## src/brsd_pkg.sv

```systemverilog
// ----------------------------------------------------------------------------
// brsd_pkg
// types and constants shared by the 24-bit bmp stream decoder
// ----------------------------------------------------------------------------
package brsd_pkg;

   // fixed widths of the transfer fields
   localparam int BYTE_W    = 8;
   localparam int POS_W     = 12;
   localparam int IMG_DIM_W = 13;
   localparam int KIND_W    = 3;
   localparam int HDR_IDX_W = 6;
   localparam int ACC_W     = 32;

   localparam int MAX_DIM_DEFAULT = 4096;

   // header layout (little-endian, 14 byte file header + 40 byte info header)
   localparam logic [HDR_IDX_W-1:0] SIG_IDX      = HDR_IDX_W'(1);
   localparam logic [HDR_IDX_W-1:0] WIDTH_IDX    = HDR_IDX_W'(21);
   localparam logic [HDR_IDX_W-1:0] HEIGHT_IDX   = HDR_IDX_W'(25);
   localparam logic [HDR_IDX_W-1:0] BPP_IDX      = HDR_IDX_W'(29);
   localparam logic [HDR_IDX_W-1:0] COMP_IDX     = HDR_IDX_W'(33);
   localparam logic [HDR_IDX_W-1:0] LAST_HDR_IDX = HDR_IDX_W'(14 + 40 - 1);

   localparam logic [15:0] BMP_SIGNATURE = 16'h4D42;
   localparam logic [15:0] BPP_RGB24     = 16'd24;

   typedef enum logic [1:0] {
      PH_HEADER,
      PH_PIXELS,
      PH_IDLE
   } phase_type;

   typedef enum logic [KIND_W-1:0] {
      KIND_PIXEL,
      KIND_BAD_SIG,
      KIND_BAD_COMP,
      KIND_BAD_SIZE,
      KIND_BAD_BPP
   } kind_type;

   typedef struct packed {
      logic [BYTE_W-1:0]    red;
      logic [BYTE_W-1:0]    green;
      logic [BYTE_W-1:0]    blue;
      kind_type             kind;
      logic                 last;
      logic [POS_W-1:0]     column;
      logic [POS_W-1:0]     row;
      logic [IMG_DIM_W-1:0] image_width;
      logic [IMG_DIM_W-1:0] image_height;
   } rsp_type;

endpackage

```

## src/bmp_rgb24_stream_decoder_core.sv

```systemverilog
// ----------------------------------------------------------------------------
// bmp_rgb24_stream_decoder_core
// byte-serial decoder for uncompressed 24-bit bmp files
// ----------------------------------------------------------------------------
// Takes a bmp file one byte per transfer (req_start_req marks byte 0 of a new
// file and restarts the parse at any time) and gives one rgb pixel per three
// stored b,g,r bytes, bottom row first, with row padding skipped and the final
// pixel flagged by rsp_last. The 54 byte header is checked for the 0x4D42
// signature, compression 0, width and height in 1..MAX_DIM and 24 bits per
// pixel; the first failing check gives a single error result (rsp_kind) and
// further bytes are dropped until the next start. Pixel data is taken from
// byte 54 on; the header's data offset field is not used. After reset the
// block is at byte 0 of a header, so a stream without a start flag still
// parses. Rate: one byte per clock while req_stall is low; each result is
// registered from the header/pixel counters; a two-entry output stage (result
// register plus skid register) keeps input transfers going while a result
// waits, so req_stall rises only when both entries are full.
// ----------------------------------------------------------------------------
module bmp_rgb24_stream_decoder_core
   import brsd_pkg::*;
#(
   parameter int MAX_DIM = MAX_DIM_DEFAULT
) (
   input  logic                 clock,
   input  logic                 reset,
   // input byte channel
   input  logic                 req_valid,
   output logic                 req_stall,
   input  logic [BYTE_W-1:0]    req_data_byte,
   input  logic                 req_start_req,
   // result channel
   output logic                 rsp_valid,
   input  logic                 rsp_stall,
   output logic [BYTE_W-1:0]    rsp_red,
   output logic [BYTE_W-1:0]    rsp_green,
   output logic [BYTE_W-1:0]    rsp_blue,
   output logic [KIND_W-1:0]    rsp_kind,
   output logic                 rsp_last,
   output logic [POS_W-1:0]     rsp_column,
   output logic [POS_W-1:0]     rsp_row,
   output logic [IMG_DIM_W-1:0] rsp_image_width,
   output logic [IMG_DIM_W-1:0] rsp_image_height
);

   // width of a stored dimension (holds MAX_DIM) and of a position counter
   localparam int DIM_W = $clog2(MAX_DIM + 1);
   localparam int CNT_W = (MAX_DIM > 1) ? $clog2(MAX_DIM) : 1;

   // parse state
   phase_type              phase_ff, phase_in;
   logic [HDR_IDX_W-1:0]   hdr_idx_ff, hdr_idx_in;
   logic [ACC_W-1:0]       acc_ff, acc_in;
   logic                   width_ok_ff, width_ok_in;
   logic                   height_ok_ff, height_ok_in;
   logic                   bpp_ok_ff, bpp_ok_in;
   logic                   comp_bad_ff, comp_bad_in;
   logic [DIM_W-1:0]       width_ff, width_in;
   logic [DIM_W-1:0]       height_ff, height_in;
   logic [CNT_W-1:0]       col_ff, col_in;
   logic [CNT_W-1:0]       row_ff, row_in;
   logic [1:0]             bip_ff, bip_in;
   logic [1:0]             pad_ff, pad_in;
   logic [BYTE_W-1:0]      blue_ff, blue_in;
   logic [BYTE_W-1:0]      green_ff, green_in;

   // output stage
   logic                   out_valid_ff, out_valid_in;
   rsp_type                out_ff, out_in;
   logic                   skid_valid_ff, skid_valid_in;
   rsp_type                skid_ff, skid_in;

   // per-byte decode
   logic                   in_fire;
   logic                   out_take;
   phase_type              cur_phase;
   logic [HDR_IDX_W-1:0]   cur_idx;
   logic [ACC_W-1:0]       acc_next;
   logic                   hdr_byte;
   logic                   pix_byte;
   logic                   sig_bad;
   logic                   hdr_done;
   logic                   pix_emit;
   logic                   col_wrap;
   logic                   is_last;
   logic [DIM_W-1:0]       col_plus;
   logic [DIM_W-1:0]       row_plus;
   logic                   res_valid;
   rsp_type                res;

   function automatic logic dim_ok(input logic [ACC_W-1:0] v);
      dim_ok = (v != '0) && !v[ACC_W-1] && (v <= ACC_W'(MAX_DIM));
   endfunction

   assign in_fire  = req_valid && !req_stall;
   assign out_take = out_valid_ff && !rsp_stall;

   // a start flag restarts the parse before the byte is taken
   assign cur_phase = req_start_req ? PH_HEADER : phase_ff;
   assign cur_idx   = req_start_req ? '0 : hdr_idx_ff;
   assign acc_next  = {req_data_byte, acc_ff[ACC_W-1:BYTE_W]};

   assign hdr_byte = in_fire && (cur_phase == PH_HEADER);
   assign pix_byte = in_fire && (cur_phase == PH_PIXELS);
   assign sig_bad  = hdr_byte && (cur_idx == SIG_IDX) &&
                     (acc_next[ACC_W-1:16] != BMP_SIGNATURE);
   assign hdr_done = hdr_byte && (cur_idx == LAST_HDR_IDX);

   assign col_plus = DIM_W'(col_ff) + DIM_W'(1);
   assign row_plus = DIM_W'(row_ff) + DIM_W'(1);
   assign col_wrap = (col_plus == width_ff);
   assign is_last  = col_wrap && (row_plus == height_ff);
   // third byte of a pixel, padding done
   assign pix_emit = pix_byte && (pad_ff == 2'd0) && (bip_ff == 2'd2);

   // next phase
   always_comb begin
      phase_in = phase_ff;
      if (in_fire) begin
         case (cur_phase)
            PH_HEADER: begin
               phase_in = PH_HEADER;
               if (sig_bad) begin
                  phase_in = PH_IDLE;
               end else if (hdr_done) begin
                  if (comp_bad_ff || !width_ok_ff || !height_ok_ff || !bpp_ok_ff) begin
                     phase_in = PH_IDLE;
                  end else begin
                     phase_in = PH_PIXELS;
                  end
               end
            end
            PH_PIXELS: begin
               phase_in = (pix_emit && is_last) ? PH_IDLE : PH_PIXELS;
            end
            PH_IDLE: begin
               phase_in = PH_IDLE;
            end
            default: begin
               phase_in = PH_IDLE;
            end
         endcase
      end
   end

   // header capture, pixel counters and the result of this byte
   always_comb begin
      hdr_idx_in   = hdr_idx_ff;
      acc_in       = acc_ff;
      width_ok_in  = width_ok_ff;
      height_ok_in = height_ok_ff;
      bpp_ok_in    = bpp_ok_ff;
      comp_bad_in  = comp_bad_ff;
      width_in     = width_ff;
      height_in    = height_ff;
      col_in       = col_ff;
      row_in       = row_ff;
      bip_in       = bip_ff;
      pad_in       = pad_ff;
      blue_in      = blue_ff;
      green_in     = green_ff;
      res_valid    = 1'b0;
      res          = '0;

      if (hdr_byte) begin
         acc_in     = acc_next;
         hdr_idx_in = cur_idx + HDR_IDX_W'(1);
         if (cur_idx == WIDTH_IDX) begin
            width_ok_in = dim_ok(acc_next);
            width_in    = acc_next[DIM_W-1:0];
         end
         if (cur_idx == HEIGHT_IDX) begin
            height_ok_in = dim_ok(acc_next);
            height_in    = acc_next[DIM_W-1:0];
         end
         if (cur_idx == BPP_IDX) begin
            bpp_ok_in = (acc_next[ACC_W-1:16] == BPP_RGB24);
         end
         if (cur_idx == COMP_IDX) begin
            comp_bad_in = (acc_next != '0);
         end
         // checks in order: signature, compression, size, depth
         if (sig_bad) begin
            res_valid = 1'b1;
            res.kind  = KIND_BAD_SIG;
         end else if (hdr_done) begin
            col_in = '0;
            row_in = '0;
            bip_in = 2'd0;
            pad_in = 2'd0;
            if (comp_bad_ff) begin
               res_valid = 1'b1;
               res.kind  = KIND_BAD_COMP;
            end else if (!width_ok_ff || !height_ok_ff) begin
               res_valid = 1'b1;
               res.kind  = KIND_BAD_SIZE;
            end else if (!bpp_ok_ff) begin
               res_valid = 1'b1;
               res.kind  = KIND_BAD_BPP;
            end
         end
      end else if (pix_byte) begin
         if (pad_ff != 2'd0) begin
            pad_in = pad_ff - 2'd1;
         end else begin
            case (bip_ff)
               2'd0: begin
                  blue_in = req_data_byte;
                  bip_in  = 2'd1;
               end
               2'd1: begin
                  green_in = req_data_byte;
                  bip_in   = 2'd2;
               end
               default: begin
                  bip_in           = 2'd0;
                  res_valid        = 1'b1;
                  res.red          = req_data_byte;
                  res.green        = green_ff;
                  res.blue         = blue_ff;
                  res.kind         = KIND_PIXEL;
                  res.last         = is_last;
                  res.column       = POS_W'(col_ff);
                  res.row          = POS_W'(row_ff);
                  res.image_width  = IMG_DIM_W'(width_ff);
                  res.image_height = IMG_DIM_W'(height_ff);
                  if (!is_last) begin
                     if (col_wrap) begin
                        col_in = '0;
                        row_in = CNT_W'(row_plus);
                        // 3*w bytes padded to a multiple of four: w mod 4 bytes
                        pad_in = 2'(width_ff);
                     end else begin
                        col_in = CNT_W'(col_plus);
                     end
                  end
               end
            endcase
         end
      end
   end

   // result register with a skid entry behind it
   always_comb begin
      out_valid_in  = out_valid_ff;
      out_in        = out_ff;
      skid_valid_in = skid_valid_ff;
      skid_in       = skid_ff;
      if (skid_valid_ff) begin
         if (out_take) begin
            out_in        = skid_ff;
            skid_valid_in = 1'b0;
         end
      end else if (res_valid) begin
         if (!out_valid_ff || out_take) begin
            out_in       = res;
            out_valid_in = 1'b1;
         end else begin
            skid_in       = res;
            skid_valid_in = 1'b1;
         end
      end else if (out_take) begin
         out_valid_in = 1'b0;
      end
   end

   always_ff @(posedge clock) begin
      if (reset) begin
         phase_ff      <= PH_HEADER;
         hdr_idx_ff    <= '0;
         col_ff        <= '0;
         row_ff        <= '0;
         bip_ff        <= 2'd0;
         pad_ff        <= 2'd0;
         out_valid_ff  <= 1'b0;
         skid_valid_ff <= 1'b0;
      end else begin
         phase_ff      <= phase_in;
         hdr_idx_ff    <= hdr_idx_in;
         col_ff        <= col_in;
         row_ff        <= row_in;
         bip_ff        <= bip_in;
         pad_ff        <= pad_in;
         out_valid_ff  <= out_valid_in;
         skid_valid_ff <= skid_valid_in;
      end
   end

   // payload and header capture, always rewritten before use
   always_ff @(posedge clock) begin
      acc_ff       <= acc_in;
      width_ok_ff  <= width_ok_in;
      height_ok_ff <= height_ok_in;
      bpp_ok_ff    <= bpp_ok_in;
      comp_bad_ff  <= comp_bad_in;
      width_ff     <= width_in;
      height_ff    <= height_in;
      blue_ff      <= blue_in;
      green_ff     <= green_in;
      out_ff       <= out_in;
      skid_ff      <= skid_in;
   end

   assign req_stall        = skid_valid_ff;
   assign rsp_valid        = out_valid_ff;
   assign rsp_red          = out_ff.red;
   assign rsp_green        = out_ff.green;
   assign rsp_blue         = out_ff.blue;
   assign rsp_kind         = out_ff.kind;
   assign rsp_last         = out_ff.last;
   assign rsp_column       = out_ff.column;
   assign rsp_row          = out_ff.row;
   assign rsp_image_width  = out_ff.image_width;
   assign rsp_image_height = out_ff.image_height;

   // skid entry is only ever filled behind a held result
   a_skid_behind_out: assert property (@(posedge clock) disable iff (reset)
      skid_valid_ff |-> out_valid_ff)
      else $error("skid entry valid with empty result register");

   // any error result ends the parse
   a_error_idles: assert property (@(posedge clock) disable iff (reset)
      (res_valid && (res.kind != KIND_PIXEL)) |=> (phase_ff == PH_IDLE))
      else $error("parse continued after an error result");

   // the last pixel ends the parse
   a_last_idles: assert property (@(posedge clock) disable iff (reset)
      (res_valid && res.last) |=> (phase_ff == PH_IDLE))
      else $error("parse continued after the last pixel");

   // while pixels flow the column stays inside the row
   a_col_in_row: assert property (@(posedge clock) disable iff (reset)
      (phase_ff == PH_PIXELS) |-> ((DIM_W'(col_ff) < width_ff) && (bip_ff != 2'd3)))
      else $error("column counter outside the image row");

endmodule
```

## config.mk

```make
export PLATFORM = sky130hd
export DESIGN_NAME = bmp_rgb24_stream_decoder_core
export DESIGN_NICKNAME = d
export VERILOG_FILES = /design/src/brsd_pkg.sv /design/src/bmp_rgb24_stream_decoder_core.sv
export SDC_FILE = /design/constraint.sdc
export NUM_CORES = 1
export LEC_CHECK = 0
export CORE_ASPECT_RATIO = 1.1
export CORE_MARGIN = 10
export CORE_UTILIZATION = 44
export CTS_BUF_LIST = sky130_fd_sc_hd__clkbuf_2
export CTS_CLUSTER_SIZE = 30
export DETAILED_ROUTE_END_ITERATION = 12
export DONT_BUFFER_PORTS = 1
export HOLD_SLACK_MARGIN = 0.1
export PLACE_DENSITY = 0.7
export RECOVER_POWER = 25
export SLEW_MARGIN = 20
export SYNTH_ARGS = -nofsm -noshare
export SYNTH_HDL_FRONTEND = slang
export SYNTH_SLANG_ARGS = --single-unit
```

## constraint.sdc

```tcl
create_clock -name clock -period 10 [get_ports clock]
set_input_delay 1 -clock clock [delete_from_list [all_inputs] [get_ports clock]]
set_output_delay 1 -clock clock [all_outputs]
set_load 0.1 [all_outputs]
```

======== Word-level counts from Yosys, hierarchy flattened ========
Index checks and enable logic that the tools add are counted.
storage, ports and cells
  input port bits ......................... 13
  logic and storage cells ................. 180
  flip-flop bits (word level) ............. 272
  output and inout bits ................... 80
cells by class
  order comparisons ....................... 1
  add/subtract/negate cells ............... 4
  multiplexer cells ....................... 64
  equality and inequality tests ........... 22
  bitwise operators ....................... 4
  reduce and logical (&&, ||, !) cells .... 50
operators with widths
  kind                   number
  $mux 78                7
  $mux 12                14
  $mux 51                1
  $le 32x13->1 const B   1
  $mux 2                 16
  $reduce_bool 32->1     1
  $add 12x1->13 const B  2
  $eq 13x13->1           2
  $mux 24                1
  $eq 6x5->1 const B     3
  $mux 3                 6
  $eq 16x5->1 const B    1
  $mux 1                 16
  $ne 16x15->1 const B   1
  $logic_and 1x1->1      13
  $eq 6x6->1 const B     2
  $reduce_and 4->1       3
  $reduce_and 6->1       2
  $reduce_bool 2->1      6
  $reduce_and 3->1       3
  $ne 2x1->1 const B     4
  $pmux 2 s2             2
  $reduce_and 2->1       4
  $logic_not 1->1        7
  15 further kinds       27

======== Logic depth before layout (Yosys ltp) ========
Gate-level depths: netlist (run 1).
  depth after elaboration ................. 10
  depth in mapped cells ................... 12
  mapped depth without buffers ............ 10

======== Worst setup path before layout (run 1) ========
No wires, ideal clock.
  path type ............................... input to register
  from .................................... input port req_start_req
  to ...................................... register out_ff (netlist bit rsp_blue[0]) (enable)
  arrival ................................. 8541 ps
  library setup time ...................... 633 ps
  cell stages on the path ................. 11
  path slack .............................. 826 ps
  required time ........................... 9367 ps
  buffers on the path ..................... 3
  cell sequence ........................... clkbuf_8 -> nor2b_1 -> ha_1 -> nand4_1 -> a221o_1 -> nor2_1 -> and3_2 -> buf_2 -> clkbuf_1 -> nor2_1 -> a21boi_0
between the ends
  longest elaborated chain between the ends .. 9
  elaborated cells between the ends (all ways) .. 17
  those cells by class .................... eq/ne: 3; mux: 6; reduce/logical: 8
ends and longest elaborated chain
  item                                                            RTL line                              RTL
  start: declaration                                              bmp_rgb24_stream_decoder_core.sv:30   input logic req_start_req,
  parallel branches: the longest is 6 deep, another holds $mux 6  --
  $mux 1 (*)                                                      bmp_rgb24_stream_decoder_core.sv:164  if (hdr_byte) begin
  $reduce_bool 2->1 (no source line) (*)                          --
  $reduce_and 3->1 (no source line) (*)                           --
  end signal: assignment                                          bmp_rgb24_stream_decoder_core.sv:299  out_ff <= out_in;
  end: declaration                                                bmp_rgb24_stream_decoder_core.sv:68   rsp_type out_ff, out_in;
Mark *: on every way between the ends.
A chain may end at the register's enable or synchronous reset.

======== Worst setup path in the final report (run 1) ========
  from .................................... register skid_valid_ff, in the netlist req_stall
  to ...................................... register skid_ff[52] in the netlist's numbering (enable)
between the ends
  longest elaborated chain between the ends .. 8
  elaborated cells between the ends (all ways) .. 13
  those cells by class .................... mux: 4; bitwise: 1; reduce/logical: 8
ends and longest elaborated chain
  item                                         RTL line                                                                    RTL
  start: declaration                           bmp_rgb24_stream_decoder_core.sv:69                                         logic skid_valid_ff, skid_valid_in;
  start signal: assignment                     bmp_rgb24_stream_decoder_core.sv:284                                        skid_valid_ff <= skid_valid_in;
  $logic_not 1->1                              bmp_rgb24_stream_decoder_core.sv:94                                         assign in_fire = req_valid && !req_stall;
  $logic_and 1x1->1                            bmp_rgb24_stream_decoder_core.sv:94
  $logic_and 1x1->1                            bmp_rgb24_stream_decoder_core.sv:102                                        assign hdr_byte = in_fire && (cur_phase == PH_HEADER);
  $logic_and 1x1->1, on equally long branches  bmp_rgb24_stream_decoder_core.sv:106, bmp_rgb24_stream_decoder_core.sv:104
  $mux 1 or $logic_and 1x1->1 (tied branches)  bmp_rgb24_stream_decoder_core.sv:185, bmp_rgb24_stream_decoder_core.sv:104
  $mux 1                                       bmp_rgb24_stream_decoder_core.sv:182                                        if (sig_bad) begin
  $mux 1                                       bmp_rgb24_stream_decoder_core.sv:164
  $reduce_and 3->1 (no source line) (*)        --
  end signal: assignment                       bmp_rgb24_stream_decoder_core.sv:300                                        skid_ff <= skid_in;
  end: declaration                             bmp_rgb24_stream_decoder_core.sv:70                                         rsp_type skid_ff, skid_in;
Every way passes the cells marked *; elsewhere a longest branch is shown, timed or not.

==> results of run 1 <==
cells in the final DEF, fill, tap and decap left out, types with 12 or more instances in the layout:
cell / n
nand3_1: 35
dlygate4sd3_1: 13
clkbuf_2: 82
o21ai_0: 13
dfxtp_1: 38
nor2_1: 36
inv_1: 12
xor2_1: 14
and2_1: 72
xnor2_1: 15
edfxtp_1: 226
nor3_1: 22
a21o_1: 82
nand2_1: 43
clkinv_1: 20
final cells by class:
cell class	count	area, um2
sequential	264	7550
tap	310	388
multi-input combinational	496	3280
antenna	1	2.50
timing repair buffer	21	186
clock inverter	33	179
inverter	12	45.0
fill	2134	12600
clock buffer	82	410
sequential cells by signal, summed over array words and instances, names as in the netlist, 3 cells and up:
| signal | flops |
|---|---|
| acc_ff | 24 |
| blue_ff | 8 |
| col_ff | 12 |
| green_ff | 8 |
| hdr_idx_ff | 6 |
| height_ff | 13 |
| row_ff | 12 |
| rsp_blue | 8 |
| rsp_column | 12 |
| rsp_green | 8 |
| rsp_image_height | 13 |
| rsp_image_width | 13 |
| rsp_kind | 3 |
| rsp_red | 8 |
| rsp_row | 12 |
| skid_ff | 78 |
| width_ff | 13 |
cell families (layout without fill, tap and decap cells):
family          count (synthesis)  count (layout)  synth area share, %
simple gates                  294             294                 15.1
flops                         264             264                 68.2
compound gates                169             169                 11.4
buf+inv                        53             148                 2.54
xor+xnor                       29              29                 2.30
fa+ha+maj                       4               4                0.452
other cells                     0               1                    0
power groups by stage:
stage          clock network [mW]  registers [mW]  logic, mW
6_report                    0.688            1.23     0.0236
5_1_grt                     0.772            1.23     0.0263
4_1_cts                     0.714            1.23     0.0203
3_5_place_dp                    0            1.26     0.0182
3_3_place_gp                    0            1.25     0.0180
2_1_floorplan                   0            1.25     0.0151
worst max path at each step:
| stage | from | to | slack (ns) |
|---|---|---|---|
| 5_1_grt | req_stall | skid_ff[52] | 3.35 |
| 4_1_cts | hdr_idx_ff[0] | col_ff[5] | 6.05 |
| 2_1_floorplan | req_start_req | rsp_blue[0] | 0.83 |
| 3_3_place_gp | req_start_req | col_ff[5] | 5.61 |
| 3_5_place_dp | req_start_req | col_ff[5] | 5.51 |
| 6_report | req_stall | skid_ff[52] | 3.99 |
per-layer routing:
metal | part of all wire [%] | up-vias | global-route usage (%)
met5 | 0 | - | 0
met4 | 2.7 | 0 | 5.93
met3 | 6.1 | 44 | 3.96
met2 | 49 | 217 | 22.8
met1 | 42 | 3296 | 17.2
li1 | - | 3213 | -
timing repair:
| item | in CTS | in global routing |
|---|---|---|
| setup buffers | 0 | 0 |
| endpoints found under the hold margin | 6 | 18 |
| hold buffers | 5 | 8 |
==> metrics, run 1 <==
post-layout min period=6.01 ns; Post-synth EDFFs=226; # resized after CTS=0; Final setup viols=0; CORE AREA=24600 um2; Final nets=873; H-tree levels=2; register area share after synthesis=68.2%; DRT antenna net count=0; sink of the worst hold path=hdr_idx_ff[0]; cell family with the largest share of critical-path delay=buffers and inverters; Worst Path Arrival=6.47 ns; Clock transition at path regs=0.13 ns; most common cell in the netlist=edfxtp_1; CTS buffer count=61; DP Area=11300 um2; number of global-route vias before repair=6562; P_sw=0.475 mW; power per cell area=161 nW/um2; GPL Wtd Cong=0.847; Sequential Power Share=63.4%; Setup TNS=0 ns; Worst Clk Skew=0.0805 ns; final wirelength=23100 um; final worst setup slack=3.99 ns; ys async rst share=0%; clock power share=35.4%; largest net degree at the start of global routing=79; placed wire-length estimate=15100 um; 1st-pass router iterations=5; Least-Margin Pin Slew=1.99 ns; layout overhead on the synthesized area=8.81%; clock buffer depth=3; Vias=6770; Reg-to-Reg Start=req_stall; crit-path cells=and2b_2 > o21ai_0 > inv_1 > clkbuf_1 > o211ai_1 > nor3_1 > nor2_1 > nor2_1 > nor2_1 > nor2_4 > buf_4; GRT overflow=0; CP Data Required Time=10.45 ns; cell mode on critical path=nor2_1; syn avg cell area=13.6 um2; Die Footprint=31900 um2; Cell Count, Final, Fillers Out=1219; Syn Std Cell Area=11100 um2; RSZ-0062 raised after global routing=false; top post-synthesis cells by area=edfxtp_1 (61%), dfxtp_1 (6.9%), a21o_1 (5.6%); Crit Path Class=flip-flop to flip-flop; critical path peak fanout=78; Yosys reg bits=264; total number of yosys warnings=0; most instantiated cells after synthesis=edfxtp_1 (226), a21o_1 (82), and2_1 (72); Yosys top cell area share=61.3%; violations in the final reports=capacitance limit, slew limit; VDD IR max=0.0000651 V; CTS tree=yes; Yosys top cell by area=edfxtp_1; status=finished with violations; Worst Hold Class=input port to flip-flop; R2R setup slack=3.99 ns; number of vias per cell=5.55; num ports=93; Global Route Usage Sum=14.1%; Peak Freq=166 MHz; top_reg_cell synth=edfxtp_1; Initial Utilization=44.9%; reg2reg end=skid_ff[52]; syn_nets=830; Final Cycle Share=60.1%; global-route wire length before repair=36000 um; R2R depth=11; Leak=4.91 nW; Pint=1.47 mW; pre-CTS WS=5.51 ns; Root Driver=clkbuf_2; Critical Path Max Stage Delay=1.46 ns; Iter 0 DRT Violations=529; Critical Path Sink Type=flip-flop; Die W=171 um; Switching Fraction=24.5%; Port Buffer Count=0; slowest cell on the critical path=clkbuf_1; Remaining DRCs=0; dpl cells=1090; worst path bufs/invs=3; Stages on worst setup path=11; Die Ht=186 um; crit start category=flip-flop; Pwr Total=1.94 mW; Pins Over Slew Limit=104; library cells used by synthesis=70; drt wl/cell=19.0 um; MaxCap Viol Count=3; Logic pwr share=1.2%; Clock Latency Late Sink=0.90 ns; # clock sinks=264; WHS=0.221 ns; WHS Path Cells=1; share of cells above drive strength 1=14.1%; initial antenna violation count=1; Design Area, Final=12000 um2; slew margin rel.=-32.7%; Final Util=48.9%; HP Start=reset; cell count after synthesis=813; Row Count=60; Hold Vio Cnt, Final=0
(Power assumes the default switching activity.)
==> run 2: changes to the inputs <==
==> constraint.sdc (replaced) <==
create_clock -name clock -period 6.2 [get_ports clock]
set_input_delay 0.62 -clock clock [delete_from_list [all_inputs] [get_ports clock]]
set_output_delay 0.62 -clock clock [all_outputs]
set_load 0.1 [all_outputs]
==> metrics, run 2 (synthesis results as in run 1) <==
Vias=6791 (+0.31%); layout overhead on the synthesized area=8.81% (unchanged); share of cells above drive strength 1=15.2% (+1.2 points); placed wire-length estimate=15200 um (+0.92%); CP Data Required Time=6.91 ns (-3.54 ns); number of vias per cell=5.58 (+0.56%); hold buffer count at CTS=14 (+9); CTS buffer count=66 (+8.2%); GPL Wtd Cong=0.824 (-2.6%); largest net degree at the start of global routing=82 (+3.8%); Final setup viols=0 (unchanged); violations in the final reports=capacitance limit, slew limit; global-route wire length before repair=37900 um (+5.3%); Worst Hold Class=input port to flip-flop; met1 Usage GRT=18.5% (+1.3 points); # clock sinks=264 (unchanged); Largest register FFs=78 (unchanged); Least-Margin Pin Slew=1.96 ns (-0.0293 ns); CTS tree=yes; Clock transition at path regs=0.11 ns (-0.02 ns); Largest Register=skid_ff; Remaining DRCs=0 (unchanged); Global Route Usage Sum=14.9% (+0.84 points); MaxCap Viol Count=2 (-1); post-layout min period=4.74 ns (-1.27 ns); H-tree levels=3 (+1); Pins Over Slew Limit=51 (-51%); GRT overflow=0 (unchanged); routing usage on met2=24.0% (+1.2 points); drt wl/cell=19.7 um (+3.6%); Initial Utilization=44.9% (unchanged); commonest non-fill, non-tap cell in the layout=edfxtp_1; Clock Latency Late Sink=0.84 ns (-0.06 ns); Most Used Layer, Global Route=met2; Port Buffer Count=0 (unchanged); initial antenna violation count=1 (unchanged); Row Count=60 (unchanged); Iter 0 DRT Violations=441 (-17%); Cell Count, Final, Fillers Out=1216 (-0.25%); dpl cells=1089 (-0.092%); DRT antenna net count=0 (unchanged); met3 Use GR=3.99% (+0.021 points); final wirelength=23900 um (+3.4%); number of global-route vias before repair=6828 (+4.1%); Leak=4.91 nW (+0.14%); Die Ht=186 um (unchanged); power per cell area=260 nW/um2 (+61%); Root Driver=clkbuf_2; HP Start=req_data_byte[6]; clock buffer depth=3 (unchanged); largest registers=skid_ff (78), acc_ff (24); Setup TNS=0 ns (unchanged); VDD IR max=0.0000994 V (+53%); slew margin rel.=-32.1% (+0.57 points); # Post-CTS Setup Buffers=0 (unchanged); Die W=171 um (unchanged); critical path peak fanout=32 (-59%); Final nets=879 (+0.69%); most frequent cells in the layout=edfxtp_1 (226), clkbuf_2 (94), a21o_1 (82); CORE AREA=24600 um2 (unchanged); # resized after CTS=0 (unchanged); Final Cycle Share=76.5% (+16 points); RSZ-0062 raised after global routing=false; fillers=2188 (+2.5%); Hold Vio Cnt, Final=0 (unchanged); num ports=93 (unchanged); crit start category=flip-flop; Worst Clk Skew=0.0833 ns (+0.00283 ns); Reg-to-Reg Start=req_stall; Worst Path Arrival=5.45 ns (-1.02 ns); Critical Path Sink Type=flip-flop; 1st-pass router iterations=5 (unchanged); Die Footprint=31900 um2 (unchanged); status=finished with violations; Crit Path Class=flip-flop to flip-flop; Peak Freq=211 MHz (+27%); CP Launch Point=req_stall
run 2: final timing paths:
kind	cells after the start	to	slack, ns
max	8	col_ff[2]	1.46
min	3	bpp_ok_ff	0.18
min reg2reg	0	acc_ff[14]	0.44
max reg2reg	8	col_ff[2]	1.46
run 2: critical path: stages (launching register included):
cell and delay [ns]:
dfxtp_4 0.36, and2b_2 0.21, o21ai_0 0.65, inv_1 0.57
clkbuf_1 1.27, o21ai_0 0.31, a31oi_1 0.79, nor3b_1 0.11
a311o_1 0.35
run 2: power by group:
| group | switching (mW) | leakage (nW) | internal (mW) | total, mW |
|---|---|---|---|---|
| Clock | 0.686 | 0.431 | 0.414 | 1.10 |
| Combinational | 0.0311 | 1.89 | 0.0134 | 0.0445 |
| Sequential | 0.0568 | 2.59 | 1.93 | 1.98 |
run 2: final cells by class:
class | count | area [um2] | share of cell area, %
antenna | 1 | 2.50 | 0.0208
sequential | 264 | 7550 | 62.7
clock inverter | 17 | 93.8 | 0.780
clock buffer | 94 | 470 | 3.91
timing repair buffer | 22 | 203 | 1.68
tap | 310 | 388 | 3.22
inverter | 12 | 45.0 | 0.374
multi-input combinational | 496 | 3280 | 27.3
run 2: through the flow:
step	hold WS (ns)	utilization, %	worst slack, ns	instance area [um2]	total power [mW]
finish	0.176	48.9	1.46	12000	3.13
detailed placement	0.436	46.0	1.82	11300	2.05
floorplan	0.427	-	0.917	11100	2.04
global route	0.130	48.9	0.870	12000	3.28
global placement	0.432	46.0	1.90	11300	2.05
CTS	0.100	48.9	1.95	12000	3.17
run 2: layer usage:
metal	wire length [um]	vias to the layer above
li1	-	3221
met1	10300	3311
met2	11700	209
met3	1400	50
met4	529	0
met5	0	-
==> run 3: changes to the inputs <==
==> constraint.sdc (replaced) <==
create_clock -name clock -period 4.6 [get_ports clock]
set_input_delay 0.46 -clock clock [delete_from_list [all_inputs] [get_ports clock]]
set_output_delay 0.46 -clock clock [all_outputs]
set_load 0.1 [all_outputs]
==> metrics, run 3 (synthesis results as in run 1) <==
Least-Margin Pin Slew=1.41 ns (-0.556 ns); Initial Utilization=44.9% (unchanged); CTS tree=yes; DP Area=11400 um2 (+0.49%); GPL Wtd Cong=0.865 (+5.0%); Peak Freq=274 MHz (+30%); R2R setup slack=0.95 ns (-0.50 ns); WHS Path Cells=5 (+2); Worst Path Arrival=4.42 ns (-1.03 ns); worst path bufs/invs=2 (unchanged); CTS buffer count=69 (+4.5%); cell family with the largest share of critical-path delay=simple AND/OR/NAND/NOR gates; H-tree levels=3 (unchanged); crit-path cells=and2b_2 > o21ai_0 > buf_4 > and3_2 > buf_4 > nand3_1 > or4_1 > nand3_1; Worst Clk Skew=0.0657 ns (-0.0176 ns); slew margin rel.=6.30% (+38 points); final wirelength=24300 um (+1.6%); status=completed; Final Cycle Share=79.2% (+2.7 points); Final Util=49.2% (+0.32 points); post-layout min period=3.65 ns (-1.10 ns); reg2reg end=col_ff[6]; Critical Path Sink Type=flip-flop; R2R depth=8 (unchanged); Remaining DRCs=0 (unchanged); Largest Register=skid_ff; initial antenna violation count=1 (unchanged); HP Start=req_valid; Pins Over Slew Limit=0 (-100%); Leak=4.96 nW (+1.0%); fillers=2167 (-0.96%); Vias=6885 (+1.4%); Port Buffer Count=0 (unchanged); number of global-route vias before repair=6936 (+1.6%); Worst Hold Class=input port to flip-flop; clock buffer depth=3 (unchanged); layout overhead on the synthesized area=9.52%; GRT overflow=0 (unchanged); Final nets=887 (+0.91%); global-route wire length before repair=38400 um (+1.3%); Clock transition at path regs=0.11 ns (about the same); sink of the worst hold path=hdr_idx_ff[2]; Largest register FFs=78 (unchanged); critical path peak fanout=73 (+130%); Stages on worst setup path=8 (unchanged); Iter 0 DRT Violations=442 (+0.23%); largest registers=skid_ff (78), acc_ff (24); drt wl/cell=19.8 um (+0.71%); Design Area, Final=12100 um2 (+0.65%); largest net degree at the start of global routing=74 (-9.8%); placed wire-length estimate=15900 um (+4.8%); CP Data Required Time=5.37 ns (-1.54 ns); Root Driver=clkbuf_2; Die Ht=186 um (unchanged); 1st-pass router iterations=5 (unchanged); # clock sinks=264 (unchanged); Reg-to-Reg Start=req_stall; Row Count=60 (unchanged); Clock Latency Late Sink=0.86 ns (+0.02 ns); num ports=93 (unchanged); Final setup viols=0 (unchanged); power per cell area=355 nW/um2 (+37%); MaxCap Viol Count=0 (-2); Critical Path Max Stage Delay=1.17 ns (-0.10 ns); share of cells above drive strength 1=15.6% (+0.36 points); Crit Path Class=flip-flop to flip-flop; number of vias per cell=5.61 (+0.48%); Global Route Usage Sum=15.2% (+0.26 points); Hold Vio Cnt, Final=0 (unchanged); Cell Count, Final, Fillers Out=1227 (+0.90%); Die W=171 um (unchanged); RSZ-0062 raised after global routing=false; crit start category=flip-flop; slowest cell on the critical path=dfxtp_1; VDD IR max=0.000192 V (+93%); commonest non-fill, non-tap cell in the layout=edfxtp_1; dpl cells=1096 (+0.64%); CORE AREA=24600 um2 (unchanged); most frequent cells in the layout=edfxtp_1 (226), clkbuf_2 (95), a21o_1 (82); # resized after CTS=0 (unchanged); DRT antenna net count=0 (unchanged); Die Footprint=31900 um2 (unchanged)
-- run 3: cell types whose count changed in the layout (fill, tap and decap cells not counted), sizes merged --
cell / change
buf: +7
clkinv: +6
clkinvlp: -2
dlygate4sd3: -2
bufinv: +1
clkbuf: +1
-- run 3: worst max path at each step --
stage                     slack (ns)           from            to
after detailed placement        1.05  req_start_req     col_ff[5]
after global placement          1.13  req_start_req     col_ff[5]
after CTS                       1.00  hdr_idx_ff[0]     col_ff[5]
after global routing            0.53      req_stall     col_ff[6]
after floorplan                -0.15      req_stall  height_ff[0]
final                           0.95      req_stall     col_ff[6]
-- run 3: repair_timing --
| action | in CTS | in global routing |
|---|---|---|
| hold endpoints to repair | 125 | 0 |
| buffers inserted | 0 | 0 |
| hold buffers | 13 | 0 |
-- run 3: cell type report --
type / instances / area, um2 / share of cell area (%)
clock buffers: 95 / 475 / 3.92
inverters: 12 / 45.0 / 0.372
flip-flops and latches: 264 / 7550 / 62.3
multi-input cells: 496 / 3260 / 26.9
clock inverters: 22 / 140 / 1.16
repair buffers: 27 / 256 / 2.12
well taps: 310 / 388 / 3.20
diodes: 1 / 2.50 / 0.0207
-- run 3: power breakdown --
part,internal (mW),switching [mW]
Combinational,0.0184,0.0453
Sequential,2.60,0.0754
Clock,0.628,0.936
Total,3.24,1.06
-- run 3: layer usage --
layer | share of wire [%] | global-route usage [%] | wire length (um)
met5 | 0 | 0 | 0
met1 | 41 | 18.1 | 10100
met2 | 50 | 25.5 | 12200
met4 | 2.0 | 5.69 | 482
met3 | 6.4 | 4.11 | 1550
-- run 3: metrics by stage --
| step | setup slack [ns] | hold WS, ns | power (mW) | TNS (ns) |
|---|---|---|---|---|
| 2_1_floorplan | -0.155 | 0.427 | 2.75 | -4.33 |
| 3_3_place_gp | 1.13 | 0.439 | 2.77 | 0 |
| 3_5_place_dp | 1.05 | 0.439 | 2.77 | 0 |
| 4_1_cts | 1.00 | 0.116 | 4.37 | 0 |
| 5_1_grt | 0.533 | 0.168 | 4.49 | 0 |
| 6_report | 0.955 | 0.171 | 4.30 | 0 |
-- run 3: worst register-to-register path, stage by stage (launching register included) --
cell and delay (ns):
dfxtp_1 1.17, and2b_2 0.33, o21ai_0 0.11, buf_4 0.28, and3_2 0.22, buf_4 0.53, nand3_1 0.38, or4_1 0.49
nand3_1 0.09
